===== config.mk =====
export PLATFORM = sky130hd
export DESIGN_NAME = selection_sort_engine_unit
export DESIGN_NICKNAME = d
export VERILOG_FILES = /design/src/hw/rtl/sse_pkg.sv /design/src/hw/rtl/selection_sort_engine_unit.sv /design/src/hw/rtl/sse_store.sv /design/src/hw/rtl/sse_seq.sv
export SDC_FILE = /design/constraint.sdc
export NUM_CORES = 2
export LEC_CHECK = 0
export ABC_CLOCK_PERIOD_IN_PS = 13950
export CAP_MARGIN = 25
export CORE_ASPECT_RATIO = 1.4
export CORE_MARGIN = 2
export CORE_UTILIZATION = 55
export CTS_BUF_LIST = sky130_fd_sc_hd__clkbuf_4
export DETAILED_ROUTE_END_ITERATION = 12
export DONT_BUFFER_PORTS = 1
export PLACE_DENSITY = 0.7
export SYNTH_ARGS = -nofsm -noshare
export SYNTH_HDL_FRONTEND = slang
export SYNTH_HIERARCHICAL = 1
export SYNTH_SLANG_ARGS = --single-unit

===== constraint.sdc =====
create_clock -name i_clk -period 13.95 [get_ports i_clk]
set_clock_uncertainty 0.2 [all_clocks]
set_input_delay 2.79 -clock i_clk [delete_from_list [all_inputs] [get_ports i_clk]]
set_output_delay 2.79 -clock i_clk [all_outputs]
set_load 0.02 [all_outputs]

===== src/hw/rtl/sse_pkg.sv =====
// Shared types and constants for the selection sort engine.
package sse_pkg;

    // Default capacity of the value store.
    localparam int SSE_MAX_ITEMS = 64;

    // Width of one stored value.
    localparam int SSE_DW = 32;

    // Sequencer states.
    typedef enum logic [3:0] {
        ST_LOAD,
        ST_POS,
        ST_FIRST,
        ST_SCAN,
        ST_SWAP_A,
        ST_SWAP_B,
        ST_ORD,
        ST_OEMIT,
        ST_OWAIT
    } t_state;

endpackage


===== src/hw/rtl/selection_sort_engine_unit.sv =====
// Items are stored as they are loaded; sorting then runs on the single compare fed from
// the store's one read port, one entry per cycle while scanning.
// Results then follow one at a time, each held until the output side takes it.
// Throughput: one set at a time; input is not ready from the closing item until the
// final result is taken.
// Reset is synchronous, active low: clears state, fill count, drop flag and output valid, not the store.
module selection_sort_engine_unit
    import sse_pkg::*;
#(
    parameter int MAX_ITEMS = SSE_MAX_ITEMS
) (
    input  logic                     i_clk,
    input  logic                     i_rst_n,
    input  logic                     i_valid,
    output logic                     o_ready,
    input  logic signed [SSE_DW-1:0] i_item_value,
    input  logic                     i_is_last,
    output logic                     o_valid,
    input  logic                     i_ready,
    output logic signed [SSE_DW-1:0] o_sorted_value,
    output logic                     o_is_final,
    output logic                     o_overflowed
);

    localparam int AW = (MAX_ITEMS > 1) ? $clog2(MAX_ITEMS) : 1;

    logic                     mem_we;
    logic [AW-1:0]            mem_waddr;
    logic signed [SSE_DW-1:0] mem_wdata;
    logic [AW-1:0]            mem_raddr;
    logic signed [SSE_DW-1:0] mem_rdata;

    // Sequencer with the shared compare.
    sse_seq #(
        .MAX_ITEMS (MAX_ITEMS)
    ) u_seq (
        .i_clk          (i_clk),
        .i_rst_n        (i_rst_n),
        .i_valid        (i_valid),
        .o_ready        (o_ready),
        .i_item_value   (i_item_value),
        .i_is_last      (i_is_last),
        .o_valid        (o_valid),
        .i_ready        (i_ready),
        .o_sorted_value (o_sorted_value),
        .o_is_final     (o_is_final),
        .o_overflowed   (o_overflowed),
        .o_we           (mem_we),
        .o_waddr        (mem_waddr),
        .o_wdata        (mem_wdata),
        .o_raddr        (mem_raddr),
        .i_rdata        (mem_rdata)
    );

    // Value store.
    sse_store #(
        .MAX_ITEMS (MAX_ITEMS)
    ) u_store (
        .i_clk   (i_clk),
        .i_we    (mem_we),
        .i_waddr (mem_waddr),
        .i_wdata (mem_wdata),
        .i_raddr (mem_raddr),
        .o_rdata (mem_rdata)
    );

endmodule


===== src/hw/rtl/sse_store.sv =====
// Value store: one write port and one read port with registered read data.
module sse_store
    import sse_pkg::*;
#(
    parameter int MAX_ITEMS = SSE_MAX_ITEMS,
    localparam int AW = (MAX_ITEMS > 1) ? $clog2(MAX_ITEMS) : 1
) (
    input  logic                     i_clk,
    input  logic                     i_we,
    input  logic [AW-1:0]            i_waddr,
    input  logic signed [SSE_DW-1:0] i_wdata,
    input  logic [AW-1:0]            i_raddr,
    output logic signed [SSE_DW-1:0] o_rdata
);

    logic signed [SSE_DW-1:0] r_mem [MAX_ITEMS];
    logic signed [SSE_DW-1:0] r_rdata;

    // Write port.
    always_ff @(posedge i_clk) begin
        if (i_we) begin
            r_mem[i_waddr] <= i_wdata;
        end
    end

    // Read port, data registered and available in the cycle after the address.
    always_ff @(posedge i_clk) begin
        r_rdata <= r_mem[i_raddr];
    end

    assign o_rdata = r_rdata;

endmodule


===== src/hw/rtl/sse_seq.sv =====
// Sequencer: loads items, runs the selection sort over the store, emits results.
module sse_seq
    import sse_pkg::*;
#(
    parameter int MAX_ITEMS = SSE_MAX_ITEMS,
    localparam int AW = (MAX_ITEMS > 1) ? $clog2(MAX_ITEMS) : 1,
    localparam int CW = AW + 1
) (
    input  logic                     i_clk,
    input  logic                     i_rst_n,
    // Input channel
    input  logic                     i_valid,
    output logic                     o_ready,
    input  logic signed [SSE_DW-1:0] i_item_value,
    input  logic                     i_is_last,
    // Output channel
    output logic                     o_valid,
    input  logic                     i_ready,
    output logic signed [SSE_DW-1:0] o_sorted_value,
    output logic                     o_is_final,
    output logic                     o_overflowed,
    // Store port
    output logic                     o_we,
    output logic [AW-1:0]            o_waddr,
    output logic signed [SSE_DW-1:0] o_wdata,
    output logic [AW-1:0]            o_raddr,
    input  logic signed [SSE_DW-1:0] i_rdata
);

    t_state r_state, n_state;

    logic [CW-1:0]            r_cnt;
    logic                     r_drop;
    logic [AW-1:0]            r_pos;
    logic [CW-1:0]            r_scan;
    logic [AW-1:0]            r_idx;
    logic [AW-1:0]            r_min_at;
    logic signed [SSE_DW-1:0] r_min_val;
    logic signed [SSE_DW-1:0] r_pos_val;
    logic                     r_out_vld;
    logic signed [SSE_DW-1:0] r_out_val;
    logic                     r_out_final;
    logic                     r_out_ovf;

    logic          in_acc;
    logic          out_acc;
    logic          has_room;
    logic [CW-1:0] n_cnt;
    logic [CW-1:0] pos_ext;
    logic          more_pos;
    logic          scan_more;
    logic          is_less;

    assign in_acc    = i_valid && o_ready;
    assign out_acc   = r_out_vld && i_ready;
    assign has_room  = (r_cnt < CW'(MAX_ITEMS));
    assign n_cnt     = has_room ? (r_cnt + CW'(1)) : r_cnt;
    assign pos_ext   = {1'b0, r_pos};
    assign more_pos  = ((pos_ext + CW'(2)) < r_cnt);
    assign scan_more = (r_scan < r_cnt);
    // The one shared compare: the fetched entry against the running minimum.
    assign is_less   = (i_rdata < r_min_val);

    // Next state.
    always_comb begin
        n_state = r_state;
        case (r_state)
            ST_LOAD: begin
                if (in_acc && i_is_last) begin
                    n_state = (n_cnt >= CW'(2)) ? ST_POS : ST_ORD;
                end
            end
            ST_POS:    n_state = ST_FIRST;
            ST_FIRST:  n_state = ST_SCAN;
            ST_SCAN: begin
                if (!scan_more) begin
                    n_state = ST_SWAP_A;
                end
            end
            ST_SWAP_A: n_state = ST_SWAP_B;
            ST_SWAP_B: n_state = more_pos ? ST_POS : ST_ORD;
            ST_ORD:    n_state = ST_OEMIT;
            ST_OEMIT:  n_state = ST_OWAIT;
            ST_OWAIT: begin
                if (out_acc) begin
                    n_state = r_out_final ? ST_LOAD : ST_OEMIT;
                end
            end
            default:   n_state = ST_LOAD;
        endcase
    end

    // Store port and handshake outputs.
    always_comb begin
        o_ready = 1'b0;
        o_we    = 1'b0;
        o_waddr = r_pos;
        o_wdata = r_min_val;
        o_raddr = r_pos;
        case (r_state)
            ST_LOAD: begin
                o_ready = 1'b1;
                o_we    = in_acc && has_room;
                o_waddr = r_cnt[AW-1:0];
                o_wdata = i_item_value;
            end
            ST_FIRST,
            ST_SCAN: begin
                o_raddr = r_scan[AW-1:0];
            end
            ST_SWAP_A: begin
                o_we    = 1'b1;
                o_waddr = r_pos;
                o_wdata = r_min_val;
            end
            ST_SWAP_B: begin
                o_we    = 1'b1;
                o_waddr = r_min_at;
                o_wdata = r_pos_val;
            end
            ST_OWAIT: begin
                o_raddr = r_pos + AW'(1);
            end
            default: begin
                o_raddr = r_pos;
            end
        endcase
    end

    // Control registers.
    always_ff @(posedge i_clk) begin
        if (!i_rst_n) begin
            r_state   <= ST_LOAD;
            r_cnt     <= '0;
            r_drop    <= 1'b0;
            r_out_vld <= 1'b0;
        end else begin
            r_state <= n_state;
            if (r_state == ST_LOAD && in_acc) begin
                r_cnt <= n_cnt;
                if (!has_room) begin
                    r_drop <= 1'b1;
                end
            end
            if (r_state == ST_OEMIT) begin
                r_out_vld <= 1'b1;
            end else if (out_acc) begin
                r_out_vld <= 1'b0;
                if (r_out_final) begin
                    r_cnt  <= '0;
                    r_drop <= 1'b0;
                end
            end
        end
    end

    // Sort and output datapath.
    always_ff @(posedge i_clk) begin
        case (r_state)
            ST_LOAD: begin
                r_pos <= '0;
            end
            ST_POS: begin
                r_scan <= pos_ext + CW'(1);
            end
            ST_FIRST: begin
                r_min_val <= i_rdata;
                r_pos_val <= i_rdata;
                r_min_at  <= r_pos;
                r_idx     <= r_scan[AW-1:0];
                r_scan    <= r_scan + CW'(1);
            end
            ST_SCAN: begin
                // Strict compare keeps the earliest minimum.
                if (is_less) begin
                    r_min_val <= i_rdata;
                    r_min_at  <= r_idx;
                end
                if (scan_more) begin
                    r_idx  <= r_scan[AW-1:0];
                    r_scan <= r_scan + CW'(1);
                end
            end
            ST_SWAP_B: begin
                r_pos <= more_pos ? (r_pos + AW'(1)) : '0;
            end
            ST_OEMIT: begin
                r_out_val   <= i_rdata;
                r_out_final <= ((pos_ext + CW'(1)) == r_cnt);
                r_out_ovf   <= r_drop;
            end
            ST_OWAIT: begin
                if (out_acc && !r_out_final) begin
                    r_pos <= r_pos + AW'(1);
                end
            end
            default: begin
                r_pos <= r_pos;
            end
        endcase
    end

    assign o_valid        = r_out_vld;
    assign o_sorted_value = r_out_val;
    assign o_is_final     = r_out_final;
    assign o_overflowed   = r_out_ovf;

    // The fill count never passes the store's capacity.
    a_cnt_bound: assert property (@(posedge i_clk) disable iff (!i_rst_n)
        r_cnt <= CW'(MAX_ITEMS))
        else $error("fill count beyond capacity");

    // Input is never taken while a result is pending.
    a_no_overlap: assert property (@(posedge i_clk) disable iff (!i_rst_n)
        o_ready |-> !r_out_vld)
        else $error("input ready while a result is pending");

    // Taking the final result clears the fill count and drop flag and returns to loading for the next set.
    a_set_close: assert property (@(posedge i_clk) disable iff (!i_rst_n)
        (out_acc && r_out_final) |=> (r_state == ST_LOAD && r_cnt == '0 && !r_drop))
        else $error("set not closed after final result");

    // An item is dropped only when the store is full.
    a_drop_full: assert property (@(posedge i_clk) disable iff (!i_rst_n)
        (in_acc && !has_room) |-> (r_cnt == CW'(MAX_ITEMS)))
        else $error("item dropped with space left");

endmodule

==> metrics.yaml <==
yosys:
  synth.cell_area_mm2: 0.0853
  async_flop_share_pct: 0
  synth-seq-cells: 2216
  yosysSeqAreaShare_pct: 77.5
  post_synth.cell_area_avg_um2: 21.8
  syn-num-nets: 4000
  synth_edf_count: 2171
  syn_inst: 3915
  ys.warnings.count: 6
  synth_cell_types: 63
  ys.flop_type: "edfxtp_1"
global_routing:
  overflow: 0
  grt_pass1_vias: 43835
  grt_usage_pct: 27.5
  grt_pass1_wl_um: 306000
  grt_start_max_net_pins: 119
  antenna_found_initial: 8
detailed_routing:
  drc: 0
  num_vias: 43147
  ant_nets: 0
  firstDrtPassIters: 5
  routed_wirelength_um: 215000
  drtIter0Drc: 5137
  vias_per_cell: 6.34
  wl_per_cell_um: 31.6
sta:
  maxSlewHeadroom_pct: 26.9
  rsz0062_at_grt: "no"
  fin_ws_ps: 7870
  finalCritPeriodShare_pct: 43.6
  hold_violations: 0
  min_period_ps: 6080
  setup_violations: 0
  hold_slack_ps: 243
  setup_tns_ps: 0
  max_clock_freq_ghz: 0.164
  tightest_slew_ps: 1100
  drv_slew: 0
clocking:
  cts_tree: "built"
  postCtsResizedCells: 0
  hold_buffers: 0
  cts_setup_buffers: 0
  htree_levels: 5
  root_buffer: "clkbuf_4"
  path_clk_slew_ps: 60
  cts.sinks: 2216
  cts_buffers: 497
  cts_buffer_depth: 4
  worstSkewPairLatency_ps: 1390
finish:
  area_growth_pct: 11.4
  finalInstanceArea_mm2: 0.0950
  finalNetCount: 4436
  final_cells: 6805
  layout_common_cells: "edfxtp_1 (2171), clkbuf_4 (741), mux4_2 (544)"
  fin_util_pct: 61.5
  drive_above_1_share_pct: 33.5
  layout_commonest_cell: "edfxtp_1"
pwr:
  p_per_area_mw_per_mm2: 221
  ir_drop_v: 0.000257
  power_mw: 21.0
  p_leak_nw: 30.1
job:
  cap_violations: 0
critical_path:
  crit_path_end_kind: "flop"
  r2r_start: "u_seq/r_state[3]"
  r2r_end: "u_store/o_rdata[13]"
  r2r_cells: 12
  path_class: "flop to flop"
  crit_path_start_kind: "flop"
  cp.required_ps: 14960
  critPathMaxFanout: 48
  r2r_slack_ps: 7870
  cp_data_arrival_time_ps: 7100
placed_design:
  dpl.hpwl_um: 125000
  port_buffers: 0
  pre_cts_ws_ps: 7890
  post_dp_cell_area_mm2: 0.0889
  place_inst: 5927
  gp_congestion: 0.839
min_path:
  worstHoldPathType: "flop to flop"
  min_path_cells: 0
  hold_start: "u_seq/r_drop"
  min_to: "u_seq/o_overflowed"
floorplanning:
  fp.dieH_um: 470
  die_w_um: 337
  initial_core_util_pct: 55.2
  rows: 171
  core_mm2: 0.154
  num_io_pins: 73
  die_area_mm2: 0.158
outcome:
  status: "complete, no violations"
[logic make-up after synthesis]
logic type / Yosys count / synth area share [%]
compound gates: 312 / 2.41
xor+xnor: 27 / 0.295
fa+ha+maj: 48 / 0.704
buf+inv: 247 / 1.34
flops: 2216 / 77.5
mux: 643 / 15.5
simple gates: 422 / 2.24
[metal layers]
metal	share of wire [%]	vias to the layer above	GRT usage, %
met2	52	2426	46.4
met5	0	-	0
met1	35	22660	34.1
li1	-	17646	-
met3	8.5	415	5.56
met4	4.7	0	13.3
[critical path, cell delays in order, from the launching register on]
cell      delay (ps)
dfxtp_1          680
nor2_1           100
and2_1           330
a21oi_1          480
o21ai_0          260
nand2_4          650
buf_4            730
buf_4            760
mux4_2           420
o221ai_1         510
a21oi_1           90
a21oi_1          560
nor2_1            80
[where the power goes]
part / internal (mW) / switching (mW) / leakage, nW / total (mW)
Clock: 2.43 / 2.39 / 3.69 / 4.83
Combinational: 2.49 / 4.58 / 6.39 / 7.07
Sequential: 8.78 / 0.325 / 20.0 / 9.11
Total: 13.7 / 7.30 / 30.1 / 21.0
[Yosys cell counts (all sizes together) (5+ instances only)]
| cell type | count | area share (%) |
|---|---|---|
| or3 | 5 | 0.037 |
| nand2b | 12 | 0.088 |
| nand2 | 130 | 0.57 |
| inv | 41 | 0.18 |
| o22ai | 84 | 0.62 |
| mux2i | 95 | 1.1 |
| xor2 | 8 | 0.091 |
| mux4 | 544 | 14 |
| nand3 | 19 | 0.12 |
| ha | 48 | 0.70 |
| dfxtp | 45 | 1.1 |
| clkbuf | 88 | 0.39 |
| a311oi | 9 | 0.092 |
| nand4 | 15 | 0.11 |
| nor2 | 170 | 0.75 |
| a21o | 5 | 0.044 |
| nor2b | 19 | 0.14 |
| o32ai | 5 | 0.051 |
| o221ai | 27 | 0.28 |
| xnor2 | 19 | 0.20 |
| a22oi | 53 | 0.47 |
| a21oi | 88 | 0.52 |
| nand3b | 5 | 0.044 |
| edfxtp | 2171 | 76 |
| and3 | 9 | 0.067 |
| o21ai | 16 | 0.094 |
| or3b | 5 | 0.051 |
| buf | 118 | 0.78 |
| nor3 | 16 | 0.10 |
[flip-flops by register name (all words and copies together), names as in the netlist]
register and cells:
u_seq/r_min_val 32, u_seq/r_idx 6, u_seq/r_state 4, u_seq/r_pos_val 32, u_seq/o_overflowed 1, u_seq/o_sorted_value 32
u_seq/o_is_final 1, u_store/o_rdata 32, u_store/r_mem 2048, u_seq/r_pos 6, u_seq/r_scan 7, u_seq/r_cnt 7
u_seq/r_min_at 6, u_seq/o_valid 1, u_seq/r_drop 1
[final cells by class]
| class | instances | area [µm²] |
|---|---|---|
| clock inverters | 129 | 554 |
| repair buffers | 143 | 1350 |
| clock buffers | 741 | 5560 |
| fillers | 10819 | 59400 |
| diodes | 7 | 17.5 |
| inverters | 41 | 154 |
| well taps | 2076 | 2600 |
| flip-flops and latches | 2216 | 66100 |
| multi-input cells | 1452 | 18700 |
[worst max-delay path by stage]
stage                          start                    end
floorplan                    i_valid   u_store/r_mem[48][0]
global placement             i_valid  u_store/r_mem[22][11]
detailed placement  u_seq/r_state[3]    u_store/o_rdata[26]
CTS                 u_seq/r_state[3]    u_store/o_rdata[26]
global route        u_seq/r_state[0]    u_store/o_rdata[26]
finish              u_seq/r_state[3]    u_store/o_rdata[13]
No activity file was read; power rests on OpenSTA's default activity.
